--- src/hw/rtl/psl_pkg.sv ---
// shared constants and types of the prime sieve lister
package psl_pkg;

  // field widths of the channels
  localparam int unsigned LIMIT_W = 9;
  localparam int unsigned PRIME_W = 9;
  localparam int unsigned INDEX_W = 7;

  // default largest limit, sets the depth of the candidate map
  localparam int unsigned MAX_LIMIT_DEF = 256;

  // smallest prime, first entry that the scan looks at
  localparam int unsigned FIRST_PRIME = 2;

  // sequencer states
  typedef enum logic [2:0] {
    ST_IDLE,
    ST_CLEAR,
    ST_SCAN_RD,
    ST_SCAN_CHK,
    ST_MARK,
    ST_FLUSH
  } state_e;

endpackage

--- src/hw/rtl/psl_if.sv ---
// channel interfaces of the prime sieve lister

// input channel: one upper limit per transaction
interface psl_in_if;
  logic                         valid;
  logic                         ready;
  logic [psl_pkg::LIMIT_W-1:0] limit;

  modport source (output valid, output limit, input ready);
  modport sink   (input valid, input limit, output ready);
endinterface

// output channel: one prime per transaction
interface psl_out_if;
  logic                         valid;
  logic                         ready;
  logic [psl_pkg::PRIME_W-1:0] prime;
  logic [psl_pkg::INDEX_W-1:0] prime_index;
  logic                         none_found;
  logic                         last;

  modport source (output valid, output prime, output prime_index, output none_found,
                  output last, input ready);
  modport sink   (input valid, input prime, input prime_index, input none_found,
                  input last, output ready);
endinterface

--- src/hw/rtl/prime_sieve_lister.sv ---
// prime sieve lister: sieve of eratosthenes over a one-bit candidate memory
//
// in_i carries one upper limit n per transaction; limits above MaxLimit are
// saturated to MaxLimit. out_o returns the primes up to n in ascending
// order, each with its 1-based index; the final transaction of an item has
// last set, so its index is the prime count. A limit below two gives one
// transaction with none_found and last set and zero prime and index.
// One item at a time: in_i.ready is high only while the sequencer is idle.
// Work per item: the map is filled over entries 0 to n, each entry from 2
// to n is read and then checked, and each multiple of a prime p is marked
// with its own write (sum of n/p over primes p), set by the single write
// port and registered read of the map.
// Each prime is held back until the next one (or the end of the scan) is
// known, so that the last flag is exact; a stalled out_o receiver stalls
// the scan at the next prime found and holds the pending result.
// Reset returns the sequencer to idle and empties the output register; the
// map needs no clearing since every entry is filled before it is read.
module prime_sieve_lister #(
  parameter int unsigned MaxLimit = psl_pkg::MAX_LIMIT_DEF
) (
  input  logic              clk_i,
  input  logic              rst_ni,
  psl_in_if.sink            in_i,
  psl_out_if.source         out_o
);
  import psl_pkg::*;

  localparam int unsigned Depth = MaxLimit + 1;
  localparam int unsigned AW    = $clog2(Depth);

  localparam logic [LIMIT_W:0] MaxLimitW  = (LIMIT_W + 1)'(MaxLimit);
  localparam logic [AW-1:0]    FirstPrime = AW'(FIRST_PRIME);

  // sequencer and datapath registers
  state_e              state_q, state_d;
  logic [AW-1:0]       n_q, n_d;
  logic [AW-1:0]       i_q, i_d;
  logic [AW:0]         j_q, j_d;
  logic [PRIME_W-1:0]  pend_prime_q, pend_prime_d;
  logic [INDEX_W-1:0]  pend_index_q, pend_index_d;
  logic                pend_none_q, pend_none_d;
  logic                pend_valid_q, pend_valid_d;

  // output register
  logic                out_valid_q;
  logic [PRIME_W-1:0]  out_prime_q;
  logic [INDEX_W-1:0]  out_index_q;
  logic                out_none_q;
  logic                out_last_q;

  // candidate map ports
  logic                mem_q [Depth];
  logic                mem_we;
  logic [AW-1:0]       mem_waddr;
  logic                mem_wdata;
  logic                mem_re;
  logic                rdata_q;

  // control
  logic                in_ready;
  logic                out_free;
  logic                emit;
  logic                emit_last;
  logic [AW-1:0]       n_sat;
  logic [AW:0]         i_dbl;
  logic [AW:0]         j_next;
  logic                scan_done;

  assign out_free  = !out_valid_q || out_o.ready;
  assign n_sat     = ({1'b0, in_i.limit} > MaxLimitW) ? AW'(MaxLimit) : AW'(in_i.limit);
  assign i_dbl     = {1'b0, i_q} + {1'b0, i_q};
  assign j_next    = j_q + {1'b0, i_q};
  assign scan_done = (i_q == n_q);

  // outputs of the sequencer
  always_comb begin
    in_ready  = 1'b0;
    mem_we    = 1'b0;
    mem_waddr = i_q;
    mem_wdata = 1'b1;
    mem_re    = 1'b0;
    emit      = 1'b0;
    emit_last = 1'b0;
    unique case (state_q)
      ST_IDLE: begin
        in_ready = 1'b1;
      end
      ST_CLEAR: begin
        mem_we = 1'b1;
      end
      ST_SCAN_RD: begin
        mem_re = 1'b1;
      end
      ST_SCAN_CHK: begin
        emit = rdata_q && pend_valid_q && out_free;
      end
      ST_MARK: begin
        mem_we    = 1'b1;
        mem_waddr = j_q[AW-1:0];
        mem_wdata = 1'b0;
      end
      ST_FLUSH: begin
        emit      = out_free;
        emit_last = 1'b1;
      end
      default: ;
    endcase
  end

  // next state and datapath
  always_comb begin
    state_d      = state_q;
    n_d          = n_q;
    i_d          = i_q;
    j_d          = j_q;
    pend_prime_d = pend_prime_q;
    pend_index_d = pend_index_q;
    pend_none_d  = pend_none_q;
    pend_valid_d = pend_valid_q;
    unique case (state_q)
      ST_IDLE: begin
        if (in_i.valid) begin
          n_d          = n_sat;
          i_d          = '0;
          pend_prime_d = '0;
          pend_index_d = '0;
          pend_valid_d = 1'b0;
          if (n_sat < FirstPrime) begin
            pend_none_d = 1'b1;
            state_d     = ST_FLUSH;
          end else begin
            pend_none_d = 1'b0;
            state_d     = ST_CLEAR;
          end
        end
      end
      // fill entries 0..n with candidate
      ST_CLEAR: begin
        if (i_q == n_q) begin
          i_d     = FirstPrime;
          state_d = ST_SCAN_RD;
        end else begin
          i_d = i_q + 1'b1;
        end
      end
      ST_SCAN_RD: begin
        state_d = ST_SCAN_CHK;
      end
      // entry i is back from the map
      ST_SCAN_CHK: begin
        if (!rdata_q) begin
          if (scan_done) begin
            state_d = ST_FLUSH;
          end else begin
            i_d     = i_q + 1'b1;
            state_d = ST_SCAN_RD;
          end
        end else if (!pend_valid_q || out_free) begin
          pend_prime_d = PRIME_W'(i_q);
          pend_index_d = pend_index_q + 1'b1;
          pend_valid_d = 1'b1;
          j_d          = i_dbl;
          if (i_dbl <= {1'b0, n_q}) begin
            state_d = ST_MARK;
          end else if (scan_done) begin
            state_d = ST_FLUSH;
          end else begin
            i_d     = i_q + 1'b1;
            state_d = ST_SCAN_RD;
          end
        end
      end
      // mark multiples of i as composite
      ST_MARK: begin
        j_d = j_next;
        if (j_next > {1'b0, n_q}) begin
          if (scan_done) begin
            state_d = ST_FLUSH;
          end else begin
            i_d     = i_q + 1'b1;
            state_d = ST_SCAN_RD;
          end
        end
      end
      ST_FLUSH: begin
        if (out_free) begin
          pend_valid_d = 1'b0;
          state_d      = ST_IDLE;
        end
      end
      default: state_d = ST_IDLE;
    endcase
  end

  // control registers
  always_ff @(posedge clk_i or negedge rst_ni) begin
    if (!rst_ni) begin
      state_q      <= ST_IDLE;
      pend_valid_q <= 1'b0;
      out_valid_q  <= 1'b0;
    end else begin
      state_q      <= state_d;
      pend_valid_q <= pend_valid_d;
      if (emit) begin
        out_valid_q <= 1'b1;
      end else if (out_o.ready) begin
        out_valid_q <= 1'b0;
      end
    end
  end

  // payload registers
  always_ff @(posedge clk_i) begin
    n_q          <= n_d;
    i_q          <= i_d;
    j_q          <= j_d;
    pend_prime_q <= pend_prime_d;
    pend_index_q <= pend_index_d;
    pend_none_q  <= pend_none_d;
    if (emit) begin
      out_prime_q <= pend_prime_q;
      out_index_q <= pend_index_q;
      out_none_q  <= pend_none_q;
      out_last_q  <= emit_last;
    end
  end

  // candidate map, one write and one registered read per cycle
  always_ff @(posedge clk_i) begin
    if (mem_we) begin
      mem_q[mem_waddr] <= mem_wdata;
    end
    if (mem_re) begin
      rdata_q <= mem_q[i_q];
    end
  end

  assign in_i.ready        = in_ready;
  assign out_o.valid       = out_valid_q;
  assign out_o.prime       = out_prime_q;
  assign out_o.prime_index = out_index_q;
  assign out_o.none_found  = out_none_q;
  assign out_o.last        = out_last_q;

endmodule

--- src/flat_wrapper.sv ---
// flat-port wrapper written by rule: the top's interface ports become plain ports
module prime_sieve_lister_flat import psl_pkg::*;
#(
  parameter int unsigned MaxLimit = psl_pkg::MAX_LIMIT_DEF
)
  (clk_i, rst_ni, in_i_valid, in_i_limit, in_i_ready, out_o_valid, out_o_prime, out_o_prime_index, out_o_none_found, out_o_last, out_o_ready);
  psl_in_if in_i_i ();
  psl_out_if out_o_i ();
  input  logic clk_i;
  input  logic rst_ni;
  input wire logic [$bits(in_i_i.valid)-1:0] in_i_valid;
  input wire logic [$bits(in_i_i.limit)-1:0] in_i_limit;
  output wire logic [$bits(in_i_i.ready)-1:0] in_i_ready;
  output wire logic [$bits(out_o_i.valid)-1:0] out_o_valid;
  output wire logic [$bits(out_o_i.prime)-1:0] out_o_prime;
  output wire logic [$bits(out_o_i.prime_index)-1:0] out_o_prime_index;
  output wire logic [$bits(out_o_i.none_found)-1:0] out_o_none_found;
  output wire logic [$bits(out_o_i.last)-1:0] out_o_last;
  input wire logic [$bits(out_o_i.ready)-1:0] out_o_ready;
  assign in_i_i.valid = in_i_valid;
  assign in_i_i.limit = in_i_limit;
  assign in_i_ready = in_i_i.ready;
  assign out_o_valid = out_o_i.valid;
  assign out_o_prime = out_o_i.prime;
  assign out_o_prime_index = out_o_i.prime_index;
  assign out_o_none_found = out_o_i.none_found;
  assign out_o_last = out_o_i.last;
  assign out_o_i.ready = out_o_ready;
  prime_sieve_lister #(.MaxLimit(MaxLimit)) u_core (.clk_i(clk_i), .rst_ni(rst_ni), .in_i(in_i_i), .out_o(out_o_i));
endmodule
--- config.mk ---
export PLATFORM = sky130hd
export DESIGN_NAME = prime_sieve_lister_flat
export DESIGN_NICKNAME = d
export VERILOG_FILES = /design/src/hw/rtl/psl_pkg.sv /design/src/hw/rtl/psl_if.sv /design/src/hw/rtl/prime_sieve_lister.sv /design/src/flat_wrapper.sv
export SDC_FILE = /design/constraint.sdc
export NUM_CORES = 1
export LEC_CHECK = 0
export ABC_AREA = 1
export BUFFER_PORTS_ARGS = -buffer_cell sky130_fd_sc_hd__buf_2
export CAP_MARGIN = 25
export CORE_MARGIN = 5
export CORE_UTILIZATION = 57
export DETAILED_ROUTE_END_ITERATION = 7
export HOLD_SLACK_MARGIN = 0.1
export PLACE_DENSITY = 0.75
export RECOVER_POWER = 25
export SKIP_CTS_REPAIR_TIMING = 1
export SLEW_MARGIN = 20
export SYNTH_ARGS = -nofsm -noshare
export SYNTH_HDL_FRONTEND = slang
export SYNTH_SLANG_ARGS = --single-unit
--- constraint.sdc ---
create_clock -name clk_i -period 3.5 [get_ports clk_i]
set_clock_uncertainty 0.15 [all_clocks]
set_input_delay 0.35 -clock clk_i [delete_from_list [all_inputs] [get_ports clk_i]]
set_output_delay 0.35 -clock clk_i [all_outputs]
set_load 0.02 [all_outputs]
==> impl_results.md <==
- Outcome: finished, final reports clean
- Avg Synthesized Cell Area: between 9 and 10 um2
- Main flop type after synthesis: edfxtp_1
- Crit path DAT: 3.56 ns
- DRT Wirelength: between 30000 and 40000 um
- CP required: roughly 3.6 ns
- Slew @ Worst Pin: approximately 1.0 ns
- Buf+Inv Stages, Crit Path: 4
- Final design area excluding fillers: ~17000 um2
- DRT antenna net count: 0
- CP Max Fanout: 5
- Synthesized flop and latch total: about 330
- Vias in the first global route: 11060
- GP Congestion: a little under 0.9
- Worst hold margin: around 0.19 ns
- Final Max Tran Viols: 0
- Synth top cells by count: nand2_1 (352), edfxtp_1 (321), nor2_1 (306)
- Top cells by area, synth: edfxtp_1 (61%), nand2_1 (8.4%), nand3_1 (8.4%), nor2_1 (7.3%), ha_1 (2.2%)
- Worst-Skew Late Latency: between 0.5 and 0.6 ns
- Initial antenna violation count: 0
- Max-slew headroom: between 30% and 40%
- Max incr delay on CP: 0.42 ns
- Critical path endpoint category: register
- Depth of the CTS H-tree: 2
- Clock root buffer: clkbuf_16
- Area Overhead vs Synth: 10.9%
- Grt ovf: 0
- Layout cell share with drive strength beyond 1: 11.2%
- PnR worst setup slack: about 0.020 ns
- Finished Layout Cells: 2000
- Cell family with most CP delay: adder cells
- Site row count: 60
- GRT Overall Usage: between 20% and 30%
- Top cell type's share of synthesized area: approximately 60%
- Final Cycle Share: 99.4%
- DR vias: between 10000 and 15000
- IO Port Bufs: 32
- Worst setup SP type: register
- Chip width: 176 um
- Netlist Area Pre-Place: between 15000 and 20000 um2
- Asr flop ratio synth: about 1.5%
- Drt wl/cell: 19.1 um
- Setup CP Type: reg2reg
- RSZ-0062 raised after global routing: true
- Syn Inst Count: around 1600
- Synthesized Nets: around 1700
- Number of fill cells: approximately 2100
- I/O pins: 33
- Chip height: between 150 and 200 um
- # setup viols final: 0
- Pre-CTS setup slack: between 0.004 and 0.005 ns
- Nets: approximately 1700
- Pwr dens: about 830 nW/um2
- Post-synth EDFFs: approximately 320
- Synth unique cells: 43
- CTS Buf Count: 36
- Count leader, synth: nand2_1
- Cells after DPL: 1922
- Placed instance area: approximately 16000 um2
- First-pass GRT wire length: 59200 um
- # DRC: 0
- First DRT Iteration DRCs: 1474
- Max_cap viols: 0
- DR vias/cell: between 5 and 6
- Sequential-to-total area share from yosys stat: just over 60%
- Yosys warnings: 0
- Slowest library cell on the worst path: edfxtp_1
- DP HPWL: 21800 um
- Fin util: 64.4%
- Die footprint: around 31000 um2
- Peak supply drop: 0.459 mV
- DRT Pass-1 Iters: 5
- Initial Util: around three fifths
- Hold Violations, Final: 0
- FMAX: approximately 290 MHz
- Leak Pwr: 6.55 nW
- CORE AREA: roughly 27000 um2
- Clk pin slew, worst setup/hold paths: approximately 0.06 ns
- CTS tree: built
- Num Clock Sinks: approximately 330
- Minimum clock period: between 3 and 4 ns
- Clk buf depth: 3
- Cell chain of the critical path: ha_2 > fa_2 > nand2_2 > inv_2 > nor2_2 > o21bai_2 > xor2_1 > inv_1 > ha_4 > nand2_2 > nor2_4 > o21ai_1 > inv_1 > o21ai_2 > a21boi_1 > o21ai_1 > nand2_1 > nand3_2 > nor3_4 > buf_6
- Largest net degree at the start of global routing: 90
- # diodes: 0
- Min-Delay Path Class: in2reg
- Largest area contributor in the netlist: edfxtp_1
## path summary, 6_finish.rpt
kind | from | slack, ns | endpoint | cells past startpoint
worst max-delay path | u_core.i_q[0] | 0.02 | u_core.i_q[4] | 20
worst min-delay path | out_o_ready | 0.19 | u_core.state_q[1] | 4
worst max register to register | u_core.i_q[0] | 0.02 | u_core.i_q[4] | 20
worst min register to register | u_core.pend_prime_q[3] | 0.27 | u_core.out_o.prime[3] | 0
max in group asynchronous | rst_ni | 2.38 | u_core.state_q[2] | 3
min in group asynchronous | rst_ni | 0.61 | u_core.pend_valid_q | 3
## kinds of logic after synthesis
| family | Yosys count | synth area share, % |
|---|---|---|
| adders and majority gates | 29 | 2.36 |
| AOI/OAI and AO/OA | 64 | 2.46 |
| DFF | 326 | 62.2 |
| and+or+nand+nor | 999 | 27.4 |
| buffers and inverters | 184 | 4.91 |
| xor gates and xnor gates | 12 | 0.669 |
## tightest hold or removal path, cell delays in order
cell and delay, ns:
buf_2 0.08, nor2_1 0.09, nand4_1 0.18, o21ai_0 0.11
## final cells by class
cell class              count  area, um2  area share (%)
flip-flops and latches    326       9760            56.1
clock buffers              48        988            5.68
clock inverters            13       77.6           0.445
repair buffers             79        567            3.25
inverters                  89        342            1.96
well taps                 341        427            2.45
multi-input cells        1104       5250            30.2
## metal layers
layer / vias up / global-route usage (%) / part of all wire [%]
li1: 5498 / - / -
met1: 5657 / 32.7 / 40
met2: 512 / 40.0 / 48
met3: 98 / 4.03 / 8.2
met4: 0 / 8.84 / 3.7
met5: - / 0 / 0
## state kept, by name, summed over array words and instances (netlist names)
name / count
u_core.out_o.prime_index: 7
u_core.out_o.last: 1
u_core.pend_index_q: 7
u_core.out_o.valid: 1
u_core.n_q: 9
u_core.pend_valid_q: 1
u_core.rdata_q: 1
u_core.out_o.prime: 9
u_core.j_q: 10
u_core.out_o.none_found: 1
u_core.pend_none_q: 1
u_core.i_q: 9
u_core.state_q: 3
u_core.pend_prime_q: 9
u_core.mem_q: 257
## power by group
group	total, mW	internal, mW	switching, mW
combinational	5.91	1.74	4.18
sequential	5.05	4.86	0.186
clock	3.48	1.99	1.50
## cells in the final DEF (no fill, tap or decap), drive strengths merged
cell type    count
nor3            17
a21oi           27
a31oi            1
xnor2            2
xor2            10
a31o             1
inv             89
fa               1
dfrtp            5
ha              28
nor4             6
o21a             1
buf             57
nand2          378
o22ai            2
o21ai           26
or2              1
nand3          269
nand3b           1
nand4            6
nor3b            2
a21o             1
a21boi           1
edfxtp         321
dlygate4sd3     11
a211oi           2
nor2           319
o21bai           2
clkbuf          59
clkinv          13
## metrics by stage
stage	power (mW)	setup TNS, ns
after floorplan	8.98	0
after global placement	10.6	0
after detailed placement	10.7	0
after CTS	14.2	-0.122
after global routing	15.2	-1.80
final	14.4	0
Note: power is estimated with default switching activity, not from simulation.
